### src/rtl/core/clcd_pkg.sv
// ----------------------------------------------------------------------------
// clcd_pkg: shared types and constants of the character lcd write sequencer
// holds request codes, register indexes, lcd command bytes and the
// command and status bundles between controller and datapath
// ----------------------------------------------------------------------------
package clcd_pkg;

    // request kinds carried in s_tuser
    localparam logic [2:0] FUNC_INIT = 3'd0;
    localparam logic [2:0] FUNC_CMD  = 3'd1;
    localparam logic [2:0] FUNC_DATA = 3'd2;
    localparam logic [2:0] FUNC_POS  = 3'd3;
    localparam logic [2:0] FUNC_NUM  = 3'd4;

    // configuration register indexes
    localparam logic [1:0] CFG_FOUR_BIT  = 2'd0;
    localparam logic [1:0] CFG_CURSOR_ON = 2'd1;
    localparam logic [1:0] CFG_BLINK_ON  = 2'd2;
    localparam logic [1:0] CFG_FOUR_ROWS = 2'd3;

    // lcd instruction bytes
    localparam logic [7:0] LCD_FSET_8BIT  = 8'h38;
    localparam logic [7:0] LCD_FSET_4BIT  = 8'h22;
    localparam logic [7:0] LCD_NIBBLE_PAD = 8'h0F;
    localparam logic [7:0] LCD_DISP_CTRL  = 8'h0C;
    localparam logic [7:0] LCD_CLEAR      = 8'h01;
    localparam logic [7:0] LCD_ENTRY_MODE = 8'h06;

    // ddram row base addresses, with the set-address bit
    localparam logic [7:0] ROW0_BASE = 8'h80;
    localparam logic [7:0] ROW1_BASE = 8'hC0;
    localparam logic [7:0] ROW2_BASE = 8'h94;
    localparam logic [7:0] ROW3_BASE = 8'hD4;

    // ascii characters for decimal output
    localparam logic [7:0] ASCII_ZERO  = 8'h30;
    localparam logic [7:0] ASCII_MINUS = 8'h2D;

    // sizes
    localparam int MAX_COLUMNS = 40;
    localparam int COL_W       = 6;
    localparam int NUM_W       = 16;
    localparam int BCD_DIGITS  = 5;
    localparam int BCD_W       = 4 * BCD_DIGITS;
    localparam int QUEUE_DEPTH = 6;
    localparam int QLEN_W      = 3;
    localparam int STEP_W      = $clog2(NUM_W);

    // controller to datapath commands
    typedef struct packed {
        logic capture;
        logic bcd_step;
        logic build;
        logic emit;
    } clcd_cmd_t;

    // datapath to controller status
    typedef struct packed {
        logic [2:0] func;
        logic       out_free;
        logic       last_piece;
    } clcd_status_t;

    // row base address lookup
    function automatic logic [7:0] row_base(input logic [1:0] row);
        logic [7:0] base;
        unique case (row)
            2'd0: base = ROW0_BASE;
            2'd1: base = ROW1_BASE;
            2'd2: base = ROW2_BASE;
            2'd3: base = ROW3_BASE;
        endcase
        return base;
    endfunction

endpackage

### src/rtl/core/character_lcd_write_sequencer.sv
// ----------------------------------------------------------------------------
// character_lcd_write_sequencer: character lcd write sequencer top level
// turns lcd requests into enable strobes for a 4-bit or 8-bit bus
// ----------------------------------------------------------------------------
// One request is taken at a time. A request goes through capture, decode
// and queue build, then results go out one per cycle while the output is
// free: one per byte on the 8-bit bus, two per byte on the 4-bit bus but one
// for the padding byte of initialisation. A decimal number first adds binary
// to bcd shifting of the whole number, one bit per cycle, before its
// characters go out; the longest request is -32768 on the 4-bit bus. Unknown
// request kinds give no result after decode. The result register lets a
// finished strobe wait while the next request is already accepted.
module character_lcd_write_sequencer (
    input  logic        clk,
    input  logic        rst_n,
    input  logic        s_tvalid,
    output logic        s_tready,
    input  logic [31:0] s_tdata,   // value[7:0], row[9:8], column[15:10], number[31:16]
    input  logic [2:0]  s_tuser,   // func[2:0]
    output logic        m_tvalid,
    input  logic        m_tready,
    output logic [7:0]  m_tdata,   // bus_data[7:0]
    output logic [1:0]  m_tuser,   // register_select[0], strobe_res[1]
    output logic        m_tlast,
    input  logic        cfg_we,
    input  logic [1:0]  cfg_addr,
    input  logic [0:0]  cfg_wdata
);

    clcd_pkg::clcd_cmd_t    cmd;
    clcd_pkg::clcd_status_t status;

    // controller
    clcd_ctrl u_ctrl (
        .clk      (clk),
        .rst_n    (rst_n),
        .s_tvalid (s_tvalid),
        .s_tready (s_tready),
        .status   (status),
        .cmd      (cmd)
    );

    // datapath
    clcd_dp u_dp (
        .clk       (clk),
        .rst_n     (rst_n),
        .s_tdata   (s_tdata),
        .s_tuser   (s_tuser),
        .m_tvalid  (m_tvalid),
        .m_tready  (m_tready),
        .m_tdata   (m_tdata),
        .m_tuser   (m_tuser),
        .m_tlast   (m_tlast),
        .cfg_we    (cfg_we),
        .cfg_addr  (cfg_addr),
        .cfg_wdata (cfg_wdata),
        .cmd       (cmd),
        .status    (status)
    );

endmodule

### src/rtl/core/clcd_ctrl.sv
// ----------------------------------------------------------------------------
// clcd_ctrl: request sequencing controller
// steps each request through capture, decimal conversion, queue build and
// strobe emission, driving the datapath by command bundle
// ----------------------------------------------------------------------------
module clcd_ctrl (
    input  logic                  clk,
    input  logic                  rst_n,
    input  logic                  s_tvalid,
    output logic                  s_tready,
    input  clcd_pkg::clcd_status_t status,
    output clcd_pkg::clcd_cmd_t   cmd
);

    typedef enum logic [2:0] {
        S_IDLE,
        S_DISPATCH,
        S_CONV,
        S_BUILD,
        S_EMIT
    } state_t;

    state_t                        state_reg, state_next;
    logic [clcd_pkg::STEP_W-1:0]   step_reg, step_next;

    // command decode from current state
    always_comb
    begin
        cmd          = '0;
        s_tready     = (state_reg == S_IDLE);
        cmd.capture  = (state_reg == S_IDLE) && s_tvalid;
        cmd.bcd_step = (state_reg == S_CONV);
        cmd.build    = (state_reg == S_BUILD);
        cmd.emit     = (state_reg == S_EMIT) && status.out_free;
    end

    // next state
    always_comb
    begin
        state_next = state_reg;
        step_next  = step_reg;
        unique case (state_reg)
            S_IDLE:
            begin
                if (s_tvalid)
                    state_next = S_DISPATCH;
            end
            S_DISPATCH:
            begin
                step_next = '0;
                unique case (status.func) inside
                    clcd_pkg::FUNC_INIT, clcd_pkg::FUNC_CMD,
                    clcd_pkg::FUNC_DATA, clcd_pkg::FUNC_POS:
                        state_next = S_BUILD;
                    clcd_pkg::FUNC_NUM:
                        state_next = S_CONV;
                    default:
                        state_next = S_IDLE;
                endcase
            end
            S_CONV:
            begin
                step_next = step_reg + 1'b1;
                if (step_reg == clcd_pkg::STEP_W'(clcd_pkg::NUM_W - 1))
                    state_next = S_BUILD;
            end
            S_BUILD:
            begin
                state_next = S_EMIT;
            end
            S_EMIT:
            begin
                if (status.out_free && status.last_piece)
                    state_next = S_IDLE;
            end
            default:
            begin
                state_next = S_IDLE;
            end
        endcase
    end

    // state register
    always_ff @(posedge clk or negedge rst_n)
    begin
        if (!rst_n)
        begin
            state_reg <= S_IDLE;
            step_reg  <= '0;
        end
        else
        begin
            state_reg <= state_next;
            step_reg  <= step_next;
        end
    end

endmodule

### src/rtl/core/clcd_dp.sv
// ----------------------------------------------------------------------------
// clcd_dp: sequencer datapath
// holds configuration, the captured request, the binary to bcd shifter,
// the byte queue and the output register
// ----------------------------------------------------------------------------
module clcd_dp (
    input  logic                  clk,
    input  logic                  rst_n,
    input  logic [31:0]           s_tdata,
    input  logic [2:0]            s_tuser,
    output logic                  m_tvalid,
    input  logic                  m_tready,
    output logic [7:0]            m_tdata,
    output logic [1:0]            m_tuser,
    output logic                  m_tlast,
    input  logic                  cfg_we,
    input  logic [1:0]            cfg_addr,
    input  logic [0:0]            cfg_wdata,
    input  clcd_pkg::clcd_cmd_t   cmd,
    output clcd_pkg::clcd_status_t status
);

    // configuration
    logic four_bit_reg, cursor_reg, blink_reg, four_rows_reg;

    // captured request
    logic [2:0]                   func_reg;
    logic [7:0]                   value_reg;
    logic [1:0]                   row_reg;
    logic [clcd_pkg::COL_W-1:0]   column_reg;
    logic                         neg_reg;

    // binary to bcd shifter
    logic [clcd_pkg::NUM_W-1:0]   bin_reg;
    logic [clcd_pkg::BCD_W-1:0]   bcd_reg;
    logic [clcd_pkg::BCD_W-1:0]   bcd_adj;

    // byte queue
    logic [7:0]                   q_byte_reg [clcd_pkg::QUEUE_DEPTH];
    logic [clcd_pkg::QUEUE_DEPTH-1:0] q_single_reg;
    logic [clcd_pkg::QLEN_W-1:0]  q_len_reg;
    logic                         phase_reg;
    logic                         rs_reg;
    logic                         rej_reg;

    // build values
    logic [7:0]                   b_byte [clcd_pkg::QUEUE_DEPTH];
    logic [clcd_pkg::QUEUE_DEPTH-1:0] b_single;
    logic [clcd_pkg::QLEN_W-1:0]  b_len;
    logic                         b_rs;
    logic                         b_rej;

    logic [3:0]                   dig [clcd_pkg::BCD_DIGITS];
    logic [2:0]                   lead;
    logic                         seen;
    logic [3:0]                   src;
    logic [7:0]                   disp_ctrl;
    logic [clcd_pkg::COL_W-1:0]   col_sat;
    logic [7:0]                   pos_addr;

    // output register
    logic                         m_tvalid_reg;
    logic [7:0]                   m_data_reg;
    logic                         m_rs_reg;
    logic                         m_strobe_reg;
    logic                         m_last_reg;

    // current piece
    logic                         entry_done;
    logic                         last_piece;
    logic [7:0]                   piece_data;

    // magnitude of the incoming number
    logic [clcd_pkg::NUM_W-1:0]   in_num;
    logic [clcd_pkg::NUM_W-1:0]   in_mag;

    assign in_num = s_tdata[31:16];
    assign in_mag = in_num[clcd_pkg::NUM_W-1] ? (~in_num + 1'b1) : in_num;

    // configuration writes
    always_ff @(posedge clk or negedge rst_n)
    begin
        if (!rst_n)
        begin
            four_bit_reg  <= 1'b0;
            cursor_reg    <= 1'b0;
            blink_reg     <= 1'b0;
            four_rows_reg <= 1'b0;
        end
        else if (cfg_we)
        begin
            unique case (cfg_addr)
                clcd_pkg::CFG_FOUR_BIT:  four_bit_reg  <= cfg_wdata[0];
                clcd_pkg::CFG_CURSOR_ON: cursor_reg    <= cfg_wdata[0];
                clcd_pkg::CFG_BLINK_ON:  blink_reg     <= cfg_wdata[0];
                clcd_pkg::CFG_FOUR_ROWS: four_rows_reg <= cfg_wdata[0];
            endcase
        end
    end

    // add-3 correction of each bcd digit
    always_comb
    begin
        bcd_adj = bcd_reg;
        for (int i = 0; i < clcd_pkg::BCD_DIGITS; i++)
        begin
            if (bcd_reg[4*i +: 4] >= 4'd5)
                bcd_adj[4*i +: 4] = bcd_reg[4*i +: 4] + 4'd3;
        end
    end

    // request capture and bcd shifting
    always_ff @(posedge clk)
    begin
        if (cmd.capture)
        begin
            func_reg   <= s_tuser;
            value_reg  <= s_tdata[7:0];
            row_reg    <= s_tdata[9:8];
            column_reg <= s_tdata[15:10];
            neg_reg    <= in_num[clcd_pkg::NUM_W-1];
            bin_reg    <= in_mag;
            bcd_reg    <= '0;
        end
        else if (cmd.bcd_step)
        begin
            bcd_reg <= {bcd_adj[clcd_pkg::BCD_W-2:0], bin_reg[clcd_pkg::NUM_W-1]};
            bin_reg <= {bin_reg[clcd_pkg::NUM_W-2:0], 1'b0};
        end
    end

    // digits most significant first, leading zero count
    always_comb
    begin
        for (int k = 0; k < clcd_pkg::BCD_DIGITS; k++)
            dig[k] = bcd_reg[4*(clcd_pkg::BCD_DIGITS-1-k) +: 4];
        lead = '0;
        seen = 1'b0;
        for (int k = 0; k < clcd_pkg::BCD_DIGITS - 1; k++)
        begin
            if (!seen && dig[k] == 4'd0)
                lead = lead + 3'd1;
            else
                seen = 1'b1;
        end
    end

    assign disp_ctrl = clcd_pkg::LCD_DISP_CTRL | {6'b0, cursor_reg, blink_reg};
    assign col_sat   = (column_reg >= clcd_pkg::COL_W'(clcd_pkg::MAX_COLUMNS))
                       ? clcd_pkg::COL_W'(clcd_pkg::MAX_COLUMNS - 1) : column_reg;
    assign pos_addr  = clcd_pkg::row_base(row_reg) + {2'b0, col_sat};

    // queue contents for the captured request
    always_comb
    begin
        for (int j = 0; j < clcd_pkg::QUEUE_DEPTH; j++)
            b_byte[j] = 8'h00;
        b_single = '0;
        b_len    = clcd_pkg::QLEN_W'(1);
        b_rs     = 1'b0;
        b_rej    = 1'b0;
        src      = '0;
        case (func_reg)
            clcd_pkg::FUNC_INIT:
            begin
                if (four_bit_reg)
                begin
                    b_byte[0]   = clcd_pkg::LCD_FSET_4BIT;
                    b_byte[1]   = clcd_pkg::LCD_NIBBLE_PAD;
                    b_single[1] = 1'b1;
                    b_byte[2]   = disp_ctrl;
                    b_byte[3]   = clcd_pkg::LCD_CLEAR;
                    b_byte[4]   = clcd_pkg::LCD_ENTRY_MODE;
                    b_len       = clcd_pkg::QLEN_W'(5);
                end
                else
                begin
                    b_byte[0] = clcd_pkg::LCD_FSET_8BIT;
                    b_byte[1] = disp_ctrl;
                    b_byte[2] = clcd_pkg::LCD_CLEAR;
                    b_byte[3] = clcd_pkg::LCD_ENTRY_MODE;
                    b_len     = clcd_pkg::QLEN_W'(4);
                end
            end
            clcd_pkg::FUNC_CMD:
            begin
                b_byte[0] = value_reg;
            end
            clcd_pkg::FUNC_DATA:
            begin
                b_byte[0] = value_reg;
                b_rs      = 1'b1;
            end
            clcd_pkg::FUNC_POS:
            begin
                if (row_reg[1] && !four_rows_reg)
                    b_rej = 1'b1;
                else
                    b_byte[0] = pos_addr;
            end
            default:
            begin
                // decimal number: optional minus then significant digits
                b_rs  = 1'b1;
                b_len = clcd_pkg::QLEN_W'(clcd_pkg::BCD_DIGITS) - lead + {2'b0, neg_reg};
                for (int j = 0; j < clcd_pkg::QUEUE_DEPTH; j++)
                begin
                    src = 4'(j) + {1'b0, lead} - {3'b0, neg_reg};
                    if (neg_reg && j == 0)
                        b_byte[j] = clcd_pkg::ASCII_MINUS;
                    else if (src < 4'(clcd_pkg::BCD_DIGITS))
                        b_byte[j] = clcd_pkg::ASCII_ZERO | {4'b0, dig[src[2:0]]};
                    else
                        b_byte[j] = clcd_pkg::ASCII_ZERO;
                end
            end
        endcase
    end

    // piece selection from the queue head
    assign entry_done = rej_reg || !four_bit_reg || q_single_reg[0] || phase_reg;
    assign last_piece = entry_done && (q_len_reg == clcd_pkg::QLEN_W'(1));

    always_comb
    begin
        if (rej_reg)
            piece_data = 8'h00;
        else if (!four_bit_reg)
            piece_data = q_byte_reg[0];
        else if (q_single_reg[0] || phase_reg)
            piece_data = {4'h0, q_byte_reg[0][3:0]};
        else
            piece_data = {4'h0, q_byte_reg[0][7:4]};
    end

    // queue load and shift
    always_ff @(posedge clk or negedge rst_n)
    begin
        if (!rst_n)
        begin
            q_len_reg <= '0;
            phase_reg <= 1'b0;
        end
        else if (cmd.build)
        begin
            q_len_reg <= b_len;
            phase_reg <= 1'b0;
        end
        else if (cmd.emit)
        begin
            if (entry_done)
            begin
                q_len_reg <= q_len_reg - 1'b1;
                phase_reg <= 1'b0;
            end
            else
            begin
                phase_reg <= 1'b1;
            end
        end
    end

    always_ff @(posedge clk)
    begin
        if (cmd.build)
        begin
            for (int j = 0; j < clcd_pkg::QUEUE_DEPTH; j++)
                q_byte_reg[j] <= b_byte[j];
            q_single_reg <= b_single;
            rs_reg       <= b_rs;
            rej_reg      <= b_rej;
        end
        else if (cmd.emit && entry_done)
        begin
            for (int j = 0; j < clcd_pkg::QUEUE_DEPTH - 1; j++)
                q_byte_reg[j] <= q_byte_reg[j+1];
            q_single_reg <= {1'b0, q_single_reg[clcd_pkg::QUEUE_DEPTH-1:1]};
        end
    end

    // output register
    always_ff @(posedge clk or negedge rst_n)
    begin
        if (!rst_n)
            m_tvalid_reg <= 1'b0;
        else if (cmd.emit)
            m_tvalid_reg <= 1'b1;
        else if (m_tready)
            m_tvalid_reg <= 1'b0;
    end

    always_ff @(posedge clk)
    begin
        if (cmd.emit)
        begin
            m_data_reg   <= piece_data;
            m_rs_reg     <= rs_reg && !rej_reg;
            m_strobe_reg <= !rej_reg;
            m_last_reg   <= last_piece;
        end
    end

    assign m_tvalid = m_tvalid_reg;
    assign m_tdata  = m_data_reg;
    assign m_tuser  = {m_strobe_reg, m_rs_reg};
    assign m_tlast  = m_last_reg;

    // status back to the controller
    assign status.func       = func_reg;
    assign status.out_free   = !m_tvalid_reg || m_tready;
    assign status.last_piece = last_piece;

endmodule

### config.mk
export PLATFORM = sky130hd
export DESIGN_NAME = character_lcd_write_sequencer
export DESIGN_NICKNAME = d
export VERILOG_FILES = /design/src/rtl/core/clcd_pkg.sv /design/src/rtl/core/character_lcd_write_sequencer.sv /design/src/rtl/core/clcd_ctrl.sv /design/src/rtl/core/clcd_dp.sv
export SDC_FILE = /design/constraint.sdc
export NUM_CORES = 1
export LEC_CHECK = 0
export ABC_AREA = 1
export BUFFER_PORTS_ARGS = -buffer_cell sky130_fd_sc_hd__buf_4
export CORE_UTILIZATION = 25
export CTS_CLUSTER_SIZE = 28
export DETAILED_ROUTE_END_ITERATION = 10
export PLACE_DENSITY = 0.52
export SETUP_SLACK_MARGIN = 0.3
export SLEW_MARGIN = 10
export SYNTH_ARGS = -nofsm -noshare
export SYNTH_HDL_FRONTEND = slang
export SYNTH_SLANG_ARGS = --single-unit
### constraint.sdc
create_clock -name clk -period 2.9 [get_ports clk]
set_input_delay 0.58 -clock clk [delete_from_list [all_inputs] [get_ports clk]]
set_output_delay 0.58 -clock clk [all_outputs]
set_load 0.05 [all_outputs]
# Word level (Yosys, flattened, before mapping)
# Memory sizes are Yosys's and may differ from the RTL's.
# Cells that the tools add are included.
[totals] ff_bits=87 mem_bits_rw=48 inputBits=43 out_inout_bits=13 word_cells=226 n_memories=1
[classes] addsub=25 order_cmp=18 n_eq_ne=19 mux=82 bitwise=12 n_reduce_logical=45
[mem_list] memory="u_dp.q_byte_reg" words=6 width=8 rd=6 rd_ports_with_merged_regs=0 write_ports=6 line="clcd_dp.sv:39" source="logic [7:0] q_byte_reg [clcd_pkg::QUEUE_DEPTH];"
[ops] cell="$mux 4" n=23
[ops] cell="$bmux 4 s3" n=6
[ops] cell="$mux 8" n=9
[ops] cell="$pmux 32 s2" n=1
[ops] cell="$mux 16" n=3
[ops] cell="$mux 3" n=11
[ops] cell="$pmux 8 s4" n=1
[ops] cell="$mux 29" n=1
[ops] cell="$ge 4x4->1 const B" n=6
[ops] cell="$lt 4x3->1 const B" n=6
[ops] cell="$not 3->4" n=6
[ops] cell="$pmux 8 s3" n=1
[ops] cell="$ge 4x3->1 const B" n=5
[ops] cell="$sub 4x1->4" n=5
[ops] cell="$mux 1" n=19
[ops] cell="$add 16x1->16 const B" n=1
[ops] cell="$add 4x2->4 const B" n=4
[ops] cell="$logic_not 4->1" n=4
[ops] cell="$not 16->16" n=1
[ops] cell="$pmux 3 s5" n=1
[ops] cell="$eq 3x2->1 const B" n=4
[ops] cell="$reduce_bool 2->1" n=6
[ops] cell="$logic_and 1x1->1" n=10
[ops] cell="$reduce_and 2->1" n=5
[ops] cell="other kinds (34)" n=62

# Depth between registers and ports, before layout
[depth] ltp_word=18 mapped_depth=18 mapped_depth_nobuf=18

# Cells and area by module
# A second synthesis with hierarchy kept.
[hier_totals] cells_unflattened=842 area_unflattened_um2=6971.7
[by_module_without_submodules] module="clcd_dp" n_inst=1 cells_each=789 area_each_um2=6585.1 seq_area_each_um2=3138.0
[by_module_without_submodules] module="clcd_ctrl" n_inst=1 cells_each=53 area_each_um2=386.6 seq_area_each_um2=175.2

# Worst setup path after synthesis
# OpenSTA, ideal clock, no wires.
[synth_path] path_kind="register -> register" startpoint="register u_dp.bcd_reg[8] (netlist bit)" endpoint="memory u_dp.q_byte_reg[2][1], in the netlist u_dp.q_byte_reg[0][17], data pin" setup_ns=0.252 t_arrival_ns=2.915 required_ns=2.648 slack_ns=-0.267 path_stages_with_launch=19 n_path_buf=0 synth_period_minus_slack_ns=3.167 cell_sequence="dfxtp_1 -> inv_1 -> ha_1 -> nand2_1 -> inv_1 -> o21ai_0 -> inv_1 -> ha_1 -> o21ai_0 -> inv_1 -> ha_1 -> ha_1 -> inv_1 -> a21oi_1 -> nor3_2 -> o211ai_1 -> nand2_1 -> nand2_1 -> nand2_1"
[synth_rtl] item="start, declared" line="clcd_dp.sv:35" source="logic [clcd_pkg::BCD_W-1:0] bcd_reg;"
[synth_rtl] item="start signal, assigned" line="clcd_dp.sv:127" source="bcd_reg <= {bcd_adj[clcd_pkg::BCD_W-2:0], bin_reg[clcd_pkg::NUM_W-1]};"
[synth_rtl] item="end, declared" line="clcd_dp.sv:39"

==> impl_metrics.csv <==
group,metric,value,unit
routing,met3WireLength,664,um
clock_tree,cts.clk_slew.worst_paths,60,ps
worst_setup_path,arrival,2840,ps
worst_setup_path,ff2ff_path_depth,17,
clock_tree,numCtsBuffers,17,
clock_tree,tritoncts,"yes",
clock_tree,ctsHtreeMaxLevel,4,
synthesis,synth_edf_count,83,
timing,finClkSkew,8.02,ps
worst_hold_path,holdPathStages,1,
timing,period_needed,2670,ps
routing,detail_route.vias_per_cell,4.55,
floorplanning,die-area,28400,sq um
finish,antenna_cells,0,
synthesis,synth_area_leaders,"edfxtp_1 36%, nand2_1 9.9%, o21ai_0 7.5%",
floorplanning,ios,56,
worst_setup_path,crit_type,"register to register",
worst_hold_path,hold_start,"s_tdata[15]",
synthesis,async_flop_share,13.3,%
floorplanning,rows,60,
worst_setup_path,rr_startpoint,"u_dp.bcd_reg[8]",
timing,tightest_slew,620,ps
worst_hold_path,hold_end,"u_dp.column_reg[5]",
clock_tree,clockRootBuffer,"clkbuf_16",
worst_setup_path,r2r_slack,230,ps
timing,slew_headroom,58.6,%
worst_setup_path,cp-start-kind,"register",
synthesis,syn_nets,893,
clock_tree,clock_latency,430,ps
routing,drc,0,
flow_run,drv_cap,0,
synthesis,synth_area,6920,sq um
clock_tree,clock_sinks,120,
worst_setup_path,worstReg2RegEnd,"u_dp.q_byte_reg[0][19]",
synthesis,ys_seq_area_share,47.9,%
clock_tree,cts_max_path_buffers,2,
worst_setup_path,cp_data_required_time,3070,ps
timing,rsz0062_at_grt,"true",
grt,grt_max_degree,30,
worst_hold_path,hold_class,"input pin to register",
synthesis,syn_avg_cell_area,8.46,sq um
status,outcome,"finished clean",
routing,drt_iter0_drc,360,
synthesis,ys_types,52,
timing,totalNegativeSetupSlack,0,ps
routing,ant_nets,0,
timing,finalSetupViolCount,0,
floorplanning,die_h,168,um
routing,wire_per_inst,14.2,um
place,io_buffers,55,
finish,area_growth,34.7,%
synthesis,synth_commonest_cells,"183 x nand2_1, 105 x inv_1, 104 x o21ai_0, 83 x edfxtp_1, 67 x nor2_1",
worst_setup_path,end_kind,"register",
routing,wl_met1,8910,um
synthesis,synth-main-ff-cell,"edfxtp_1",
timing,hold_ws,320,ps
synthesis,ys_seq_elements,120,
place,dp_hpwl,13500,um
routing,wl_met2,8450,um
floorplanning,initial_core_util,25.6,%
finish,final_nets,1019,
worst_setup_path,path_max_fanout,6,
place,place_congestion,0.857,
worst_setup_path,startpoint,"u_dp.bcd_reg[8]",
finish,drive_above_1_share,28.4,%
routing,dr.pass1.iters,5,
routing,drt_wl_total,18400,um
timing,fin_crit_sh,92.1,%
grt,overflow,0,
floorplanning,dieWidth,168,um
floorplanning,coreArea,27000,sq um
finish,fillers,2845,
synthesis,syn_inst,818,
timing,maxSlewViolCount,0,
synthesis,synth_top_area_cell,"edfxtp_1",
routing,vias,5903,
grt,grt_pass1_wl,29400,um
routing,routed.top_layer,"met4",
synthesis,synth_most_common_cell,"nand2_1",
timing,hold_viol,0,
synthesis,yosys.area.top_type_share,36.0,%
synthesis,ys_warn_count,0,
grt,antenna_found_initial,0,
grt,grt_use_total,13.3,%
timing,fmax,374,MHz
finish,largest_register_ffs,33,
grt,grt_pass1_vias,5589,
## metal layers
layer	up-vias	global-route usage, %
met1	2730	18.1
met4	0	4.51
met2	129	20.9
li1	3015	-
met3	29	2.84
met5	-	0
## cells by family (layout without fill, tap and decap cells)
logic type	Yosys count	after routing	synth area share, %
and+or+nand+nor	333	333	21.2
AOI/OAI and AO/OA	183	183	14.5
buffers and inverters	134	273	8.53
DFF	120	120	47.9
adders and majority gates	32	32	5.79
xor gates and xnor gates	13	13	1.65
muxes	3	3	0.434
## how the worst max path moves through the flow
stage / to / slack (ps) / cells past startpoint
after floorplan: u_dp.q_byte_reg[0][17] / 300 / 18
after global placement: u_dp.q_byte_reg[0][3] / 40 / 15
after detailed placement: u_dp.q_byte_reg[0][3] / 40 / 15
after CTS: u_dp.q_byte_reg[0][17] / 290 / 17
after global routing: u_dp.q_byte_reg[0][32] / 90 / 15
final: u_dp.q_byte_reg[0][19] / 230 / 17
## final cells by class
| class | instances | area (sq um) | share of cell area [%] |
|---|---|---|---|
| Clock inverter | 15 | 158 | 1.69 |
| Multi-Input combinational cell | 564 | 3460 | 37.1 |
| Clock buffer | 17 | 425 | 4.56 |
| Sequential cell | 120 | 3320 | 35.7 |
| Tap cell | 341 | 427 | 4.58 |
| Inverter | 109 | 429 | 4.61 |
| Timing Repair Buffer | 132 | 1100 | 11.8 |
## per-stage QoR
step / setup WS [ps] / cells / util, % / cell area [sq um]
after global placement: 44.7 / 1242 / 29.8 / 8050
after global routing: 87.6 / 1298 / 34.5 / 9320
after detailed placement: 36.8 / 1242 / 29.8 / 8050
final: 229 / 1298 / 34.5 / 9320
after floorplan: 305 / 818 / - / 6980
after CTS: 294 / 1291 / 33.2 / 8970
## repair_timing
item / 4_1_cts / 5_1_grt
endpoints found under the setup margin: 24 / 24
pin swaps: 19 / 37
gates resized for setup: 53 / 82
endpoints found under the hold margin: 16 / 0
hold buffers: 1 / 0
buffers inserted: 15 / 5
cloned: 1 / 2
## cell usage in the layout, fill, tap and decap left out, types with 16 or more instances in the layout
| cell | synthesis | layout |
|---|---|---|
| dfrtp_1 | 16 | 16 |
| nand3_1 | 47 | 42 |
| buf_4 | 4 | 121 |
| o21ai_0 | 104 | 73 |
| inv_1 | 105 | 91 |
| clkbuf_16 | 0 | 19 |
| a21oi_1 | 42 | 37 |
| edfxtp_1 | 83 | 83 |
| nor2_1 | 67 | 65 |
| dfxtp_1 | 21 | 16 |
| ha_1 | 32 | 18 |
| o21ai_1 | 2 | 16 |
| nand2_1 | 183 | 167 |
| nand2_2 | 4 | 19 |
## worst max-delay path, cell delays in order (launching register included)
cell and delay [ps]:
dfxtp_2 340, inv_2 50, ha_4 160, nand2_4 80, inv_1 50, o21ai_2 190, inv_2 80, ha_4 230
o21ai_4 150, inv_4 70, ha_4 160, ha_4 280, inv_4 50, a21oi_4 150, buf_4 130, a21oi_1 30
o21ai_1 100, o211ai_1 100
Power is not shown: default switching activity piles up to over one toggle a cycle in this logic, so the estimate is an artifact.
